===== src/hts_pkg.sv =====
`timescale 1ns / 1ps

package hts_pkg;

   localparam int TABLE_DEPTH_DEF = 256;
   localparam int HASH_W          = 32;
   localparam int BYTE_W          = 8;
   localparam int SLOT_W          = 8;
   localparam int ENTRIES_W       = 9;
   localparam int CSR_IDX_W       = 1;
   localparam int CSR_DATA_W      = 32;
   localparam int DJB_SHIFT       = 5;

   localparam logic [HASH_W-1:0] SEED_RESET = 32'd5381;

   localparam logic [CSR_IDX_W-1:0] CSR_HASH_SEED      = 1'b0;
   localparam logic [CSR_IDX_W-1:0] CSR_ENTRIES_IN_USE = 1'b1;

   localparam logic FUNC_STORE  = 1'b0;
   localparam logic FUNC_SEARCH = 1'b1;

   typedef enum logic [1:0] {
      ST_CLEAR,
      ST_IDLE,
      ST_SCAN,
      ST_DELIVER
   } hts_state_type;

   // completed key, handed from the hash unit to the table controller
   typedef struct packed {
      logic              done;
      logic              func;
      logic [SLOT_W-1:0] slot;
      logic [HASH_W-1:0] hash;
   } hts_key_type;

   // h*33 + byte, byte sign-extended
   function automatic logic [HASH_W-1:0] djb_step(input logic [HASH_W-1:0] h,
                                                  input logic [BYTE_W-1:0] b);
      logic [HASH_W-1:0] ext;
      ext = {{(HASH_W-BYTE_W){b[BYTE_W-1]}}, b};
      return (h << DJB_SHIFT) + h + ext;
   endfunction

endpackage


===== src/hts_hash.sv =====
`timescale 1ns / 1ps

module hts_hash (
   input  logic                        clock,
   input  logic                        reset,
   input  logic                        accept,
   input  logic                        func,
   input  logic [hts_pkg::BYTE_W-1:0]  key_byte,
   input  logic                        last_byte,
   input  logic [hts_pkg::SLOT_W-1:0]  slot_index,
   input  logic [hts_pkg::HASH_W-1:0]  seed,
   output hts_pkg::hts_key_type        key
);

   import hts_pkg::*;

   logic [HASH_W-1:0] running_hash_ff, running_hash_in;
   logic              key_open_ff, key_open_in;
   logic [HASH_W-1:0] base;
   logic [HASH_W-1:0] next_hash;

   assign base      = key_open_ff ? running_hash_ff : seed;
   assign next_hash = djb_step(base, key_byte);

   always_comb begin
      running_hash_in = running_hash_ff;
      key_open_in     = key_open_ff;
      if (accept) begin
         running_hash_in = next_hash;
         key_open_in     = !last_byte;
      end
   end

   always_ff @(posedge clock) begin
      if (reset) begin
         key_open_ff <= 1'b0;
      end else begin
         key_open_ff <= key_open_in;
      end
   end

   always_ff @(posedge clock) begin
      running_hash_ff <= running_hash_in;
   end

   assign key.done = accept && last_byte;
   assign key.func = func;
   assign key.slot = slot_index;
   assign key.hash = next_hash;

endmodule


===== config.mk =====
export PLATFORM = sky130hd
export DESIGN_NAME = hts_hash
export DESIGN_NICKNAME = d
export VERILOG_FILES = /design/src/hts_pkg.sv /design/src/hts_hash.sv
export SDC_FILE = /design/constraint.sdc
export NUM_CORES = 1
export LEC_CHECK = 0
export BUFFER_PORTS_ARGS = -buffer_cell sky130_fd_sc_hd__buf_2
export CORE_MARGIN = 2
export CORE_UTILIZATION = 45
export CTS_BUF_LIST = sky130_fd_sc_hd__clkbuf_4
export DETAILED_ROUTE_END_ITERATION = 10
export MAX_ROUTING_LAYER = met4
export PLACE_DENSITY = 0.69
export SETUP_SLACK_MARGIN = 0.4
export SYNTH_ARGS = -nofsm -noshare
export SYNTH_HDL_FRONTEND = slang
export SYNTH_SLANG_ARGS = --single-unit

===== constraint.sdc =====
create_clock -name clock -period 4.3 [get_ports clock]
set_input_delay 0.43 -clock clock [delete_from_list [all_inputs] [get_ports clock]]
set_output_delay 0.43 -clock clock [all_outputs]
set_load 0.02 [all_outputs]

### Word-level counts from Yosys, hierarchy flattened

Cells that the tools add are included.
Widths: inputs -> output; s select.

* register bits: 33
* memory bits (read-only): 0
* bits of input ports: 53
* memories: 0
* bits in latches: 0
* RAM bits: 0

* multipliers: 0
* div/mod/pow operators: 0
* muxes and demuxes: 1
* reduce and logical (&&, ||, !) cells: 2
* shifts and indexed selects: 0
* bitwise operators: 0
* magnitude comparators: 0
* add/subtract/negate cells: 2
* eq/ne operators: 0

Operators by type and width (count)
* $add 32x32->32: 2
* $mux 32: 1
* $logic_and 1x1->1: 1
* $logic_not 1->1: 1

### Longest topological paths before layout

Gate-level depths: netlist of run 1.

* depth after elaboration: 3
* gate-level depth with buffers: 13
* gate-level depth less buffers: 11

### Worst setup path before layout of run 1

No wires, ideal clock.

* path type: register -> output
* from: register key_open_ff
* to: output key[28] in the netlist's numbering
* path buffers: 3
* slack: 0.027 ns
* arrival time: 3.843 ns
* stages on the path, launching flop included: 13
* cell sequence: dfxtp_1 > buf_2 > clkbuf_1 > mux2_2 > fa_1 > ha_1 > clkbuf_1 > nand2_1 > o21ai_0 > a21o_1 > a221oi_1 > o21a_1 > o311ai_0

RTL lines
* start, declared: RTL line hts_hash.sv:18 `logic key_open_ff, key_open_in;`
* start signal, assigned: RTL line hts_hash.sv:38 `key_open_ff <= key_open_in;`
* end, declared: RTL line hts_hash.sv:12 `output hts_pkg::hts_key_type key`

==> results of run 1 <==
## power breakdown
| group | internal [mW] | switching, mW |
|---|---|---|
| logic | 1.99 | 2.42 |
| clock network | 0.127 | 0.131 |
| registers | 0.606 | 0.0636 |
| total | 2.72 | 2.62 |
## final cells by class
cell class / count / area (um^2) / area share (%)
antenna: 1 / 2.50 / 0.0430
clock buffer: 6 / 45.0 / 0.774
clock inverter: 2 / 33.8 / 0.580
inverter: 10 / 37.5 / 0.645
multi-input combinational: 316 / 3640 / 62.6
sequential: 33 / 985 / 16.9
tap: 105 / 131 / 2.26
timing repair buffer: 123 / 942 / 16.2
## how the worst min path moves through the flow
| stage | slack (ns) | cells past startpoint | end |
|---|---|---|---|
| after CTS | 0.21 | 2 | key_open_ff |
| after floorplan | 0.51 | 1 | key_open_ff |
| after global placement | 0.60 | 2 | key_open_ff |
| after detailed placement | 0.60 | 2 | key_open_ff |
| after global routing | 0.21 | 2 | key_open_ff |
| final | 0.21 | 2 | key_open_ff |
## state kept, by name, summed over array words and instances, names as in the netlist
name / cells
running_hash_ff: 32
key_open_ff: 1
## layout by cell type (no fill, tap or decap), drive strengths merged, types with 2 or more instances in the layout
cell type	n
a211oi	6
a21o	9
a21oi	29
a221oi	2
a311oi	2
a31o	3
a31oi	4
and3	5
and4	3
buf	123
clkbuf	6
edfxtp	32
fa	27
ha	35
inv	10
mux2	30
mux2i	4
nand2	26
nand2b	2
nand3	12
nand4	4
nor2	18
nor2b	2
nor3	10
nor4	3
o211ai	5
o21a	7
o21ai	20
o21bai	2
o311ai	2
or3	4
xnor2	19
xor2	8
## per-stage QoR
stage	utilization [%]	area (um^2)	hold WS, ns	instances	setup WS, ns
after floorplan	-	3870	0.509	380	0.451
after global placement	52.6	4340	0.601	548	0.105
after detailed placement	52.6	4340	0.603	548	0.0894
after CTS	65.9	5440	0.212	582	0.246
after global routing	70.5	5820	0.212	596	0.0800
final	70.5	5820	0.206	596	0.181
## repair_timing
item	4_1_cts	5_1_grt
setup buffers	23	13
setup endpoints to repair	23	23
resized for setup	150	61
cloned	3	0
pin swaps	61	63
## per-layer routing
layer	GRT usage, %	up-vias
li1	-	1640
met2	45.0	235
met4	5.28	0
met1	38.2	1875
met5	-	-
met3	2.79	39
## worst max-delay path: cells and delay by family (launching register included)
family          cells  cell delay, ns
mux                 1            0.33
compound gates      3            0.76
fa+ha+maj           2            0.87
flops               1            0.40
simple gates        3            0.41
buf+inv             4            0.56
## cells by family (layout without fill, tap and decap cells)
logic type,Yosys count,count (layout)
buffers and inverters,31,141
AO/OA/AOI/OAI,102,102
flip-flops,33,33
other,0,1
multiplexers,34,34
AND/OR/NAND/NOR,91,91
XOR/XNOR,27,27
adder cells (fa/ha/maj),62,62
==> metrics, run 1 <==
gpl congestion 0.951; share of cells above drive strength 1 56.1%; I/O Buffers 76; count of cell types in the netlist 53; Chip Width 96.6 um; DR vias/cell 6.36; worst path required time 3.87 ns; worst slew pin tran 0.826 ns; Vias 3789; clk buf depth 2; crit path DAT 3.69 ns; Root Buffer clkbuf_4; FILL cells 551; Commonest cells post-synth ha_1 (35), edfxtp_1 (32), mux2_2 (30); final setup vio count 0; setup TNS 0 ns; Final period util 95.8%; first-pass GRT wire length 18800 um; syn nets 495; Area growth, synth to finish 51.0%; register area share after synthesis 25.4%; power per cell area 918 nW/um^2; status complete, no violations; Fin Clk Skew 0.0143 ns; critical path launch point key_open_ff; drt initial violations 331; Peak VDD IR 0.000692 V; All-Layer GR Usage 27.7%; CTS HTree Levels 2; io pins 95; routed length on met2 6600 um; Crit-path slowest cell fa_1; Die Y 96.6 um; Hold Buf Count CTS 0; Max Slew Vio Count 0; Nets 604; mapped cell area 3860 um^2; crit end category primary output; Placement Rows 33; DRT met1 WL 5380 um; Met3 Routed Length 1220 um; post-synthesis mux area share 9.80%; Synth area leader edfxtp_1; Synth Instances 380; CTS Buf Count 5; Total Power 5.34 mW; Starting Density 46.7%; largest net degree at the start of global routing 35; WS Path Type reg -> out; Synth Flop Type edfxtp_1; core region area 8260 um^2; end of the worst register-to-register path running_hash_ff[31]; Routed Antenna Nets 0; Leakage Power 2.24 nW; clock slew at reported path FFs 0.13 ns; Yosys warning count 0; aggregate routed wire length 13500 um; CTS tree yes; Initial DRT Pass Iterations 7; most common cell in the netlist ha_1; unrepaired setup endpoints after global routing yes; RR Startpoint key_open_ff; relative slew slack 45.0%; vias in the first global route 3507; CTS sink cnt 33; reg2reg path depth 13; share of the synthesized area in the top cell type 24.9%; WL per Instance 22.7 um; Post-Synth XOR/XNOR Area 6.13%; FMAX 243 MHz; slowest stage delay, CP 0.52 ns; GRT overflow 0; Hold Vio Cnt, Final 0; DP Wirelength 8560 um; mean post-synth cell area 10.1 um^2; R2R Setup Slk 0.81 ns; Synth Area in Compound Gates 17.6%; post-synthesis simple-gate area fraction 11.5%; top layer in use met4; Hold/Removal Path Class in -> reg; CP max FO 6; Post-synth EDFFs 32; die area 9330 um^2; flip-flop and latch count after synthesis 33; area share of fa/ha/maj cells after synthesis 25.4%; DRC 0; top post-synthesis cells by area edfxtp_1 (25%), fa_1 (14%), ha_1 (11%), mux2_2 (8.8%), xnor2_1 (4.3%); hold path start reset; Setup crit end key[31]; initial antenna violation count 1; worst path cell trace buf_12 > buf_16 > buf_6 > mux2_4 > fa_1 > ha_4 > and3_4 > nand3_1 > a211o_1 > a21oi_2 > nor2_2 > o211ai_1 > buf_4; async set or reset register ratio after synthesis 0%; clock latency on the worst-skew pair 0.36 ns; Max-cap violations 0; main combinational cell family by area after synthesis adder cells; Startpoint Class flip-flop; minimum clock period 4.12 ns
Power figures use the tool's default switching activity.
==> run 2: changes to the inputs <==
--- a/config.mk
+++ b/config.mk
@@ -6,6 +6,7 @@
 export NUM_CORES = 1
 export LEC_CHECK = 0
 export BUFFER_PORTS_ARGS = -buffer_cell sky130_fd_sc_hd__buf_2
+export CORE_ASPECT_RATIO = 1.4
 export CORE_MARGIN = 2
 export CORE_UTILIZATION = 45
 export CTS_BUF_LIST = sky130_fd_sc_hd__clkbuf_4
==> run 2 against run 1 <==
  * Sequential share of layout area decreased by 0.098 points
  * Register-to-register slack improved by 0.06 ns
  * Sequential cell count unchanged
  * Critical path depth decreased by 1
  * Global-route usage increased by 0.41 points
  * Utilization decreased by 1.3 points
  * First-iteration DRC count decreased by 12%
  * Final cell count increased by 1.5%
  * Maximum frequency increased by 0.53%
  * Non-clock buffer count increased by 9
  * Design area increased by 0.58%
  * Largest cell class unchanged
==> metrics, run 2 (synthesis gave the netlist of run 1 again) <==
largest net degree at the start of global routing 35 (unchanged); most common cell after layout, fill and taps aside buf_4; setup TNS 0 ns (unchanged); Max Slew Vio Count 0 (unchanged); WL per Instance 22.4 um (-1.1%); GRT overflow 0 (unchanged); Nets 613 (+1.5%); Initial DRT Pass Iterations 5 (-2); Chip Width 82.2 um (-15%); aggregate routed wire length 13600 um (+0.41%); drt initial violations 290 (-12%); Die Y 114 um (+18%); max reg flops 32 (unchanged); clock slew at reported path FFs 0.11 ns (-0.02 ns); die area 9340 um^2 (+0.11%); CTS tree yes; relative slew slack 41.9% (-3.1 points); io pins 95 (unchanged); CTS HTree Levels 2 (unchanged); Max-cap violations 0 (unchanged); status complete, no violations; Leakage Power 2.30 nW (+2.6%); I/O Buffers 76 (unchanged); Peak VDD IR 0.000645 V (-6.9%); DR vias/cell 6.15 (-3.2%); Fin Clk Skew 0.0113 ns (-0.00300 ns); first-pass GRT wire length 19100 um (+1.4%); DP Wirelength 8520 um (-0.50%); Root Buffer clkbuf_4; Hold Buf Count CTS 0 (unchanged); most frequent cells in the layout buf_4 (60), buf_2 (58), edfxtp_1 (32), ha_4 (26), fa_1 (23); vias in the first global route 3754 (+7.0%); DRC 0 (unchanged); final setup vio count 0 (unchanged); Hold/Removal Path Class in -> reg; share of cells above drive strength 1 56.1% (about the same); Final period util 95.3% (-0.50 points); FMAX 244 MHz (+0.53%); Placement Rows 40 (+21%); FILL cells 577 (+4.7%); gpl congestion 0.973 (+2.4%); All-Layer GR Usage 28.1% (+0.41 points); power per cell area 923 nW/um^2 (+0.64%); initial antenna violation count 0 (-1); Routed Antenna Nets 0 (unchanged); worst slew pin tran 0.871 ns (+0.0458 ns); CTS sink cnt 33 (unchanged); unrepaired setup endpoints after global routing yes; top flop regs running_hash_ff: 32 flops, key_open_ff: 1 flops; Area growth, synth to finish 51.8%; core region area 8460 um^2 (+2.4%); Startpoint Class flip-flop; CTS Buf Count 5 (unchanged); fin util 69.2% (-1.3 points); CP max FO 7 (+1); minimum clock period 4.10 ns (-0.0217 ns); largest register by flop count running_hash_ff; Starting Density 45.6% (-1.1 points); crit path DAT 3.67 ns (-0.02 ns); clk buf depth 2 (unchanged); crit end category primary output; Hold Vio Cnt, Final 0 (unchanged); WS Path Type reg -> out; clock latency on the worst-skew pair 0.36 ns (about the same); Vias 3723 (-1.7%); worst path required time 3.87 ns (about the same)
[run 2: repair_timing]
item,4_1_cts,5_1_grt
pin swaps,68,38
endpoints found under the setup margin,23,23
gates cloned,3,0
resized for setup,140,60
endpoints found under the hold margin,0,0
buffers inserted,28,14
[run 2: through the flow]
| stage | worst slack, ns | area (um^2) | instances | hold slack [ns] | total power, mW |
|---|---|---|---|---|---|
| floorplan | 0.451 | 3870 | 380 | 0.509 | 2.73 |
| global placement | 0.245 | 4360 | 551 | 0.608 | 3.55 |
| detailed placement | 0.198 | 4360 | 551 | 0.608 | 3.59 |
| CTS | 0.268 | 5460 | 590 | 0.203 | 4.80 |
| global route | 0.0591 | 5850 | 604 | 0.205 | 5.70 |
| finish | 0.203 | 5860 | 605 | 0.221 | 5.41 |
[run 2: path summary, 6_finish.rpt]
check                    from                   to  slack (ns)  cells past startpoint
hold reg to reg   key_open_ff          key_open_ff        0.73                      3
hold / removal          reset          key_open_ff        0.22                      2
setup / recovery  key_open_ff              key[29]        0.20                     12
setup reg to reg  key_open_ff  running_hash_ff[28]        0.87                     14
[run 2: power breakdown]
| group | leakage, nW | switching, mW | total [mW] | internal (mW) |
|---|---|---|---|---|
| clock network | 0.0433 | 0.125 | 0.252 | 0.127 |
| registers | 0.322 | 0.0420 | 0.646 | 0.604 |
| logic | 1.93 | 2.45 | 4.51 | 2.06 |
| total | 2.30 | 2.61 | 5.41 | 2.79 |
[run 2: per-layer routing]
layer	GRT usage [%]	share of wire, %	up-vias
li1	-	-	1660
met3	3.88	5.7	62
met5	-	0	-
met4	12.7	5.4	0
met2	49.5	53	186
met1	30.6	36	1815
[run 2: cell type report]
cell class | count | area, um^2 | share of cell area [%]
Clock inverter | 2 | 33.8 | 0.577
Antenna cell | 1 | 2.50 | 0.0427
Multi-Input combinational cell | 316 | 3630 | 62.0
Inverter | 10 | 37.5 | 0.641
Sequential cell | 33 | 985 | 16.8
Tap cell | 105 | 131 | 2.24
Timing Repair Buffer | 132 | 991 | 16.9
Clock buffer | 6 | 45.0 | 0.769
[run 2: critical path: stages (launching register included)]
cell and delay, ns:
dfxtp_4 0.42, buf_12 0.13, buf_16 0.13, mux2_4 0.35, fa_1 0.58, ha_4 0.26, o21ai_0 0.22, o21bai_1 0.17
a211oi_4 0.28, o21ai_4 0.11, a221oi_2 0.28, xnor2_1 0.18, buf_4 0.18
