<file path="src/hts_pkg.sv">
`timescale 1ns / 1ps

package hts_pkg;

   localparam int TABLE_DEPTH_DEF = 256;
   localparam int HASH_W          = 32;
   localparam int BYTE_W          = 8;
   localparam int SLOT_W          = 8;
   localparam int ENTRIES_W       = 9;
   localparam int CSR_IDX_W       = 1;
   localparam int CSR_DATA_W      = 32;
   localparam int DJB_SHIFT       = 5;

   localparam logic [HASH_W-1:0] SEED_RESET = 32'd5381;

   localparam logic [CSR_IDX_W-1:0] CSR_HASH_SEED      = 1'b0;
   localparam logic [CSR_IDX_W-1:0] CSR_ENTRIES_IN_USE = 1'b1;

   localparam logic FUNC_STORE  = 1'b0;
   localparam logic FUNC_SEARCH = 1'b1;

   typedef enum logic [1:0] {
      ST_CLEAR,
      ST_IDLE,
      ST_SCAN,
      ST_DELIVER
   } hts_state_type;

   // completed key, handed from the hash unit to the table controller
   typedef struct packed {
      logic              done;
      logic              func;
      logic [SLOT_W-1:0] slot;
      logic [HASH_W-1:0] hash;
   } hts_key_type;

   // h*33 + byte, byte sign-extended
   function automatic logic [HASH_W-1:0] djb_step(input logic [HASH_W-1:0] h,
                                                  input logic [BYTE_W-1:0] b);
      logic [HASH_W-1:0] ext;
      ext = {{(HASH_W-BYTE_W){b[BYTE_W-1]}}, b};
      return (h << DJB_SHIFT) + h + ext;
   endfunction

endpackage

</file>
<file path="src/hts_if.sv">


interface hts_rsp_if;
   logic        valid;
   logic        ready;
   logic        found;
   logic [7:0]  match_slot;
   logic [31:0] key_hash;

   modport source (output valid, found, match_slot, key_hash, input ready);
   modport sink   (input valid, found, match_slot, key_hash, output ready);
endinterface

</file>
<file path="src/hts_ctrl.sv">
`timescale 1ns / 1ps

module hts_ctrl #(
   parameter int TABLE_DEPTH = hts_pkg::TABLE_DEPTH_DEF
) (
   input  logic                              clock,
   input  logic                              reset,
   input  hts_pkg::hts_key_type              key,
   input  logic [hts_pkg::ENTRIES_W-1:0]     entries_in_use,
   output logic                              req_ready,
   output logic                              ram_wr_en,
   output logic [$clog2(TABLE_DEPTH)-1:0]    ram_wr_addr,
   output logic [hts_pkg::HASH_W-1:0]        ram_wr_data,
   output logic                              ram_rd_en,
   output logic [$clog2(TABLE_DEPTH)-1:0]    ram_rd_addr,
   input  logic [hts_pkg::HASH_W-1:0]        ram_rd_data,
   hts_rsp_if.source                         rsp
);

   import hts_pkg::*;

   localparam int IDX_W = $clog2(TABLE_DEPTH);
   localparam int CNT_W = (IDX_W + 1 > ENTRIES_W) ? IDX_W + 1 : ENTRIES_W;
   localparam logic [CNT_W-1:0] DEPTH_C = CNT_W'(TABLE_DEPTH);
   localparam logic [CNT_W-1:0] LAST_C  = CNT_W'(TABLE_DEPTH - 1);

   hts_state_type     state_ff, state_in;
   logic [CNT_W-1:0]  ptr_ff, ptr_in;
   logic              rd_pend_ff, rd_pend_in;
   logic [CNT_W-1:0]  rd_ptr_ff, rd_ptr_in;
   logic              res_found_ff, res_found_in;
   logic [SLOT_W-1:0] res_slot_ff, res_slot_in;
   logic [HASH_W-1:0] res_hash_ff, res_hash_in;
   logic              rsp_valid_ff, rsp_valid_in;
   logic              rsp_found_ff;
   logic [SLOT_W-1:0] rsp_slot_ff;
   logic [HASH_W-1:0] rsp_hash_ff;
   logic              load_out;
   logic [CNT_W-1:0]  limit;
   logic [CNT_W-1:0]  key_slot;
   logic              hit;

   assign limit    = (CNT_W'(entries_in_use) > DEPTH_C) ? DEPTH_C : CNT_W'(entries_in_use);
   assign key_slot = CNT_W'(key.slot);
   assign hit      = rd_pend_ff && (ram_rd_data == res_hash_ff);

   always_comb begin
      state_in     = state_ff;
      ptr_in       = ptr_ff;
      rd_pend_in   = 1'b0;
      rd_ptr_in    = rd_ptr_ff;
      res_found_in = res_found_ff;
      res_slot_in  = res_slot_ff;
      res_hash_in  = res_hash_ff;
      ram_wr_en    = 1'b0;
      ram_wr_addr  = ptr_ff[IDX_W-1:0];
      ram_wr_data  = '0;
      ram_rd_en    = 1'b0;
      ram_rd_addr  = ptr_ff[IDX_W-1:0];
      load_out     = 1'b0;
      req_ready    = 1'b0;
      case (state_ff)
         ST_CLEAR: begin
            ram_wr_en = 1'b1;
            if (ptr_ff == LAST_C) begin
               ptr_in   = '0;
               state_in = ST_IDLE;
            end else begin
               ptr_in = ptr_ff + 1'b1;
            end
         end
         ST_IDLE: begin
            req_ready = 1'b1;
            if (key.done) begin
               res_hash_in = key.hash;
               if (key.func == FUNC_STORE) begin
                  // slots past the table are dropped
                  ram_wr_en    = key_slot < DEPTH_C;
                  ram_wr_addr  = key_slot[IDX_W-1:0];
                  ram_wr_data  = key.hash;
                  res_found_in = 1'b1;
                  res_slot_in  = key.slot;
                  state_in     = ST_DELIVER;
               end else begin
                  ptr_in       = key_slot;
                  res_found_in = 1'b0;
                  res_slot_in  = '0;
                  state_in     = ST_SCAN;
               end
            end
         end
         ST_SCAN: begin
            if (hit) begin
               res_found_in = 1'b1;
               res_slot_in  = rd_ptr_ff[SLOT_W-1:0];
               state_in     = ST_DELIVER;
            end else if (ptr_ff < limit) begin
               ram_rd_en  = 1'b1;
               rd_pend_in = 1'b1;
               rd_ptr_in  = ptr_ff;
               ptr_in     = ptr_ff + 1'b1;
            end else begin
               state_in = ST_DELIVER;
            end
         end
         ST_DELIVER: begin
            if (!rsp_valid_ff || rsp.ready) begin
               load_out = 1'b1;
               state_in = ST_IDLE;
            end
         end
         default: begin
            state_in = ST_IDLE;
         end
      endcase
   end

   always_comb begin
      rsp_valid_in = rsp_valid_ff;
      if (load_out) begin
         rsp_valid_in = 1'b1;
      end else if (rsp.ready) begin
         rsp_valid_in = 1'b0;
      end
   end

   always_ff @(posedge clock) begin
      if (reset) begin
         state_ff     <= ST_CLEAR;
         ptr_ff       <= '0;
         rd_pend_ff   <= 1'b0;
         rsp_valid_ff <= 1'b0;
      end else begin
         state_ff     <= state_in;
         ptr_ff       <= ptr_in;
         rd_pend_ff   <= rd_pend_in;
         rsp_valid_ff <= rsp_valid_in;
      end
   end

   always_ff @(posedge clock) begin
      rd_ptr_ff    <= rd_ptr_in;
      res_found_ff <= res_found_in;
      res_slot_ff  <= res_slot_in;
      res_hash_ff  <= res_hash_in;
      if (load_out) begin
         rsp_found_ff <= res_found_ff;
         rsp_slot_ff  <= res_slot_ff;
         rsp_hash_ff  <= res_hash_ff;
      end
   end

   assign rsp.valid      = rsp_valid_ff;
   assign rsp.found      = rsp_found_ff;
   assign rsp.match_slot = rsp_slot_ff;
   assign rsp.key_hash   = rsp_hash_ff;

   a_hit_to_deliver: assert property (@(posedge clock) disable iff (reset)
      (state_ff == ST_SCAN && hit) |=> (state_ff == ST_DELIVER && res_found_ff))
      else $error("scan hit not delivered");

   a_hit_in_bound: assert property (@(posedge clock) disable iff (reset)
      (state_ff == ST_SCAN && hit) |-> (rd_ptr_ff < limit))
      else $error("hit beyond search bound");

   a_load_from_deliver: assert property (@(posedge clock) disable iff (reset)
      $rose(rsp_valid_ff) |-> ($past(state_ff) == ST_DELIVER))
      else $error("result appeared outside deliver");

   a_no_write_in_scan: assert property (@(posedge clock) disable iff (reset)
      ram_wr_en |-> (state_ff == ST_CLEAR || state_ff == ST_IDLE))
      else $error("table write during scan or deliver");

endmodule

</file>
<file path="src/flat_wrapper.sv">
// flat-port wrapper written by rule: the top's interface ports become plain ports
module hts_ctrl_flat import hts_pkg::*;
#(
   parameter int TABLE_DEPTH = hts_pkg::TABLE_DEPTH_DEF
)
  (clock, reset, key, entries_in_use, req_ready, ram_wr_en, ram_wr_addr, ram_wr_data, ram_rd_en, ram_rd_addr, ram_rd_data, rsp_valid, rsp_found, rsp_match_slot, rsp_key_hash, rsp_ready);
  hts_rsp_if rsp_i ();
  input  logic clock;
  input  logic reset;
  input  hts_pkg::hts_key_type key;
  input  logic [hts_pkg::ENTRIES_W-1:0] entries_in_use;
  output logic req_ready;
  output logic ram_wr_en;
  output logic [$clog2(TABLE_DEPTH)-1:0] ram_wr_addr;
  output logic [hts_pkg::HASH_W-1:0] ram_wr_data;
  output logic ram_rd_en;
  output logic [$clog2(TABLE_DEPTH)-1:0] ram_rd_addr;
  input  logic [hts_pkg::HASH_W-1:0] ram_rd_data;
  output wire logic [$bits(rsp_i.valid)-1:0] rsp_valid;
  output wire logic [$bits(rsp_i.found)-1:0] rsp_found;
  output wire logic [$bits(rsp_i.match_slot)-1:0] rsp_match_slot;
  output wire logic [$bits(rsp_i.key_hash)-1:0] rsp_key_hash;
  input wire logic [$bits(rsp_i.ready)-1:0] rsp_ready;
  assign rsp_valid = rsp_i.valid;
  assign rsp_found = rsp_i.found;
  assign rsp_match_slot = rsp_i.match_slot;
  assign rsp_key_hash = rsp_i.key_hash;
  assign rsp_i.ready = rsp_ready;
  hts_ctrl #(.TABLE_DEPTH(TABLE_DEPTH)) u_core (.clock(clock), .reset(reset), .key(key), .entries_in_use(entries_in_use), .req_ready(req_ready), .ram_wr_en(ram_wr_en), .ram_wr_addr(ram_wr_addr), .ram_wr_data(ram_wr_data), .ram_rd_en(ram_rd_en), .ram_rd_addr(ram_rd_addr), .ram_rd_data(ram_rd_data), .rsp(rsp_i));
endmodule
</file>
<file path="config.mk">
export PLATFORM = sky130hd
export DESIGN_NAME = hts_ctrl_flat
export DESIGN_NICKNAME = d
export VERILOG_FILES = /design/src/hts_pkg.sv /design/src/hts_if.sv /design/src/hts_ctrl.sv /design/src/flat_wrapper.sv
export SDC_FILE = /design/constraint.sdc
export NUM_CORES = 1
export LEC_CHECK = 0
export CAP_MARGIN = 20
export CORE_ASPECT_RATIO = 0.6
export CORE_MARGIN = 4
export CORE_UTILIZATION = 25
export CTS_CLUSTER_DIAMETER = 50
export CTS_CLUSTER_SIZE = 24
export DETAILED_ROUTE_END_ITERATION = 7
export DONT_BUFFER_PORTS = 1
export PLACE_DENSITY = 0.5
export SLEW_MARGIN = 10
export SYNTH_ARGS = -nofsm -noshare
export SYNTH_HDL_FRONTEND = slang
export SYNTH_SLANG_ARGS = --single-unit
export TNS_END_PERCENT = 5
</file>
<file path="constraint.sdc">
create_clock -name clock -period 3 [get_ports clock]
set_input_delay 0.3 -clock clock [delete_from_list [all_inputs] [get_ports clock]]
set_output_delay 0.3 -clock clock [all_outputs]
set_load 0.02 [all_outputs]
</file>
# == After elaboration in Yosys (flattened, before gate mapping) ==
# Cells that the tools add are included.
# totals
register_bits,103
latchBits,0
mem_bits_rw,0
rom_bits,0
inputBits,86
out_inout_bits,93
wordCells,80
n_memories,0
# op_classes
add_sub_neg,1
multipliers,0
div_mod_pow,0
magnitude_cmp,3
n_eq_ne,13
shifts,0
muxes,39
n_bitwise,1
n_reduce_logical,12
# op_table
op,n
two-way mux 32 bit,3
two-way mux 9 bit,6
two-way mux 8 bit,6
equality test 32 bit,1
one-hot mux 9 bit (3 select lines),1
one-hot mux 8 bit (2 select lines),1
two-way mux 1 bit,14
two-way mux 2 bit,5
adder 9 x 1 -> 9 bit (second input constant),1
equality test 9 x 8 -> 1 bit (second input constant),1
greater-than comparator 9 bit (second input constant),1
less-than comparator 8 x 9 -> 1 bit (second input constant),1
less-than comparator 9 bit,1
inequality test 2 x 1 -> 1 bit (second input constant),4
one-hot mux 2 bit (4 select lines),1
inequality test 2 bit (second input constant),3
AND reduction 3 bit,2
AND reduction 5 bit,1
equality test 2 bit (second input constant),2
one-hot mux 1 bit (2 select lines),2
AND reduction 4 bit,1
nonzero test 2 bit,2
inequality test 3 x 2 -> 1 bit (second input constant),1
nonzero test 3 bit,1
7 further kinds,7

# == Logic depth before layout (Yosys ltp) ==
# depth
word_depth,6
ltp_mapped,11
mapped_depth_nobuf,11

# == Worst setup path before layout ==
# Ideal clock, no wire load.
# synth_timing
path_type,register to register
startpoint,register u_core.state_ff[1]
endpoint,"register u_core.rsp_found_ff, in the netlist u_core.rsp.found, enable pin"
setup_time_ns,0.444
arrival_time_ns,2.436
required_time_ns,2.556
path_slack_ns,0.119
path_stages_with_launch,3
n_path_buf,0
period_less_slack_ns,2.881
cell_sequence,dfxtp_1 > ha_1 > nor2b_1
# synth_via
elab_chain_cells,2
# synth_lines
element,line_no,rtl
"start, declared",hts_ctrl.sv:27,"hts_state_type state_ff, state_in;"
"start signal, assigned",hts_ctrl.sv:134,state_ff <= state_in;
equality test 2 bit,hts_ctrl.sv:62,case (state_ff)
two-way mux 1 bit,hts_ctrl.sv:62,
named net u_core.load_out,hts_ctrl.sv:38,logic load_out;
"end signal, assigned",hts_ctrl.sv:147,rsp_found_ff <= res_found_ff;
"end, declared",hts_ctrl.sv:35,logic rsp_found_ff;
# The timed path passes the listed nets, and every way through them passes these cells.
# A chain may end at the register's enable or synchronous reset.

# == Final worst setup path ==
# layout_timing
startpoint,register u_core.state_ff[1]
endpoint,output ram_wr_addr[7]
# layout_via
elab_chain_cells,2
# layout_lines
element,line_no,rtl
equality test 2 x 1 -> 1 bit,hts_ctrl.sv:62,
two-way mux 8 bit,hts_ctrl.sv:62,
"end, declared",flat_wrapper.sv:14,output logic [$clog2(TABLE_DEPTH)-1:0] ram_wr_addr;
# No other way between the ends.

==> flow_summary.ini <==
[sta]
maxSlewViolCount = 0
tns_ps = 0
max-slew-margin-rel_pct = 44.5
worst_pin_slew_ps = 827
fin_crit_sh_pct = 87.6
fmax_mhz = 380
finalSetupViolCount = 0
final_hold_viol_count = 0
skew_ps = 8.89
rsz0062_at_grt = false
post-route-min-period_ps = 2630

[synthesis]
ys_warn_count = 0
synth.yosys.seq_area_share_pct = 63.1
synthArstFlopShare_pct = 0
yosysTopAreaCell = edfxtp_1
syn_avg_cell_area_um2 = 13.2
synth_seq_cells = 103
netlist_instances = 355
synth.top_cell.area_share_pct = 57.6
yosysUniqueCellTypes = 41
synth_commonest_cells = 90 x edfxtp_1, 35 x nand2_1, 34 x and2_1, 34 x xnor2_1, 15 x ha_1
ys.flop_type = edfxtp_1
syn_nets = 456
yosysMostFrequentCell = edfxtp_1
synthTopCellsByArea = edfxtp_1 58%, xnor2_1 6.3%, dfxtp_1 5.5%
synth_area_mm2 = 0.00469
synth-edff-count = 90

[cts]
cts_setup_buffers = 0
cts_tree = yes
cts_buffer_depth = 2
clock-sinks = 103
root_buffer = clkbuf_16
clk_latency_ps = 340
cts_resized = 0
clk_pin_slew_ps = 70
cts_made_buffers = 9
htree_levels = 3

[floorplanning]
rows = 38
die-area_mm2 = 0.0211
die_h_um = 114
die-width_um = 185
initial_utilization_pct = 25.7
ios = 179
core_area_mm2 = 0.0183

[routing]
wirelength_um = 13100
post-route-drc-count = 0
drtIter0Drc = 225
antenna_left = 0
vias = 2859
drt_pre_antenna_iters = 4
vias_per_cell = 4.67
wire_per_inst_um = 21.5

[run]
cap_violations = 0

[placed_design]
place.gp.congestion = 0.840
dp_hpwl_um = 9980
placed_cell_area_mm2 = 0.00502
port_buffers = 0

[finish]
stdcell_area_mm2 = 0.00535
syn2layout_area_growth_pct = 14.0
fin_nets = 468
antenna_cells = 0
layout-drive-gt1-share_pct = 13.7

[grt]
grt_first_pass_wirelength_um = 18600
antenna_found_initial = 0
grt_use_total_pct = 12.1
grt_max_degree = 42
overflow = 0
grt_pass1_vias = 2960

[setup_path]
cp_data_required_time_ps = 2700
cp_data_arrival_time_ps = 2330
cp-start-kind = flip-flop
end_kind = output port
critPathKind = flip-flop to output port
cp_max_fo = 9

[worst_hold_path]
hold_class = input pin to flip-flop

[power_and_ir_drop]
p_per_area_mw_per_mm2 = 716
vdd_ir_drop_max_mv = 0.264
leakage_nw = 1.84

[outcome]
status = completed
## per-layer routing
| metal | part of all wire [%] | global-route usage, % | up-vias |
|---|---|---|---|
| li1 | - | - | 1313 |
| met1 | 47 | 17.2 | 1383 |
| met4 | 0.72 | 2.59 | 0 |
| met3 | 12 | 5.71 | 9 |
| met5 | 0 | 0 | - |
| met2 | 41 | 16.6 | 154 |
## report_power, final
group / switching, W / leakage (nW) / internal (W)
Combinational: 0.000552 / 0.775 / 0.000311
Clock: 0.000568 / 0.142 / 0.000587
Sequential: 0.0000861 / 0.920 / 0.00173
## timing repair
action	4_1_cts	5_1_grt
setup endpoints to repair	0	0
hold buffers	3	1
hold endpoints to repair	3	1
## worst max-delay path, stage by stage (launching register included)
cell and delay, ps:
dfxtp_1 340, inv_1 80, ha_1 450, nand2_1 210
nor2_4 290, buf_4 230, mux2_2 410
## state kept, by name, indices dropped and copies added (netlist names), 2 cells and up
register               count
u_core.res_slot_ff         8
u_core.state_ff            2
u_core.res_hash_ff        32
u_core.ptr_ff              9
u_core.rsp.key_hash       32
u_core.rd_ptr_ff           8
u_core.rsp.match_slot      8
## placed cells by master, fill, tap and decap left out, types with 4 or more instances in the layout
| cell type | instances |
|---|---|
| a211oi_2 | 7 |
| a21o_1 | 4 |
| a21oi_1 | 8 |
| a22oi_1 | 6 |
| a31oi_1 | 5 |
| and2_1 | 34 |
| buf_4 | 16 |
| clkbuf_16 | 9 |
| dfxtp_1 | 13 |
| dlygate4sd3_1 | 4 |
| edfxtp_1 | 90 |
| ha_1 | 15 |
| inv_1 | 12 |
| mux2_2 | 6 |
| nand2_1 | 35 |
| nand3_1 | 6 |
| nand4_1 | 10 |
| nor2_1 | 8 |
| o21ai_0 | 14 |
| xnor2_1 | 34 |
## area by class of cell
class | count | area, um^2
sequential | 103 | 2960
clock buffer | 10 | 229
timing repair buffer | 20 | 160
tap | 240 | 300
clock inverter | 6 | 62.6
fill | 1848 | 12900
inverter | 13 | 48.8
multi-input combinational | 220 | 1590
## stage by stage
| step | utilization (%) | worst slack (ps) | hold WS, ps | power [W] | instances |
|---|---|---|---|---|---|
| after floorplan | - | 119 | 399 | 0.00248 | 355 |
| after global placement | 27.5 | 534 | 372 | 0.00270 | 592 |
| after detailed placement | 27.5 | 521 | 374 | 0.00271 | 592 |
| after CTS | 29.2 | 311 | 0.685 | 0.00389 | 611 |
| after global routing | 29.3 | 166 | 16.0 | 0.00404 | 612 |
| final | 29.3 | 371 | 43.9 | 0.00383 | 612 |
## logic make-up (layout without fill, tap and decap cells)
kind of cell	count (synthesis)	after routing	synth area share, %
flip-flops	103	103	63.1
XOR/XNOR	34	34	6.35
AO/OA/AOI/OAI	55	55	8.58
multiplexers	7	7	1.65
buffers and inverters	32	49	3.41
adder cells (fa/ha/maj)	15	15	4.00
AND/OR/NAND/NOR	109	109	12.9
## worst paths after layout
check / cells after the start / to / from / slack, ps
worst max-delay path: 6 / ram_wr_addr[7] / u_core.state_ff[1] / 370
worst max register to register: 11 / u_core.ptr_ff[4] / u_core.ptr_ff[0] / 490
worst min register to register: 0 / u_core.rsp.match_slot[4] / u_core.res_slot_ff[4] / 420
worst min-delay path: 1 / u_core.rsp.valid / reset / 40
No activity file was read; power rests on OpenSTA's default activity.
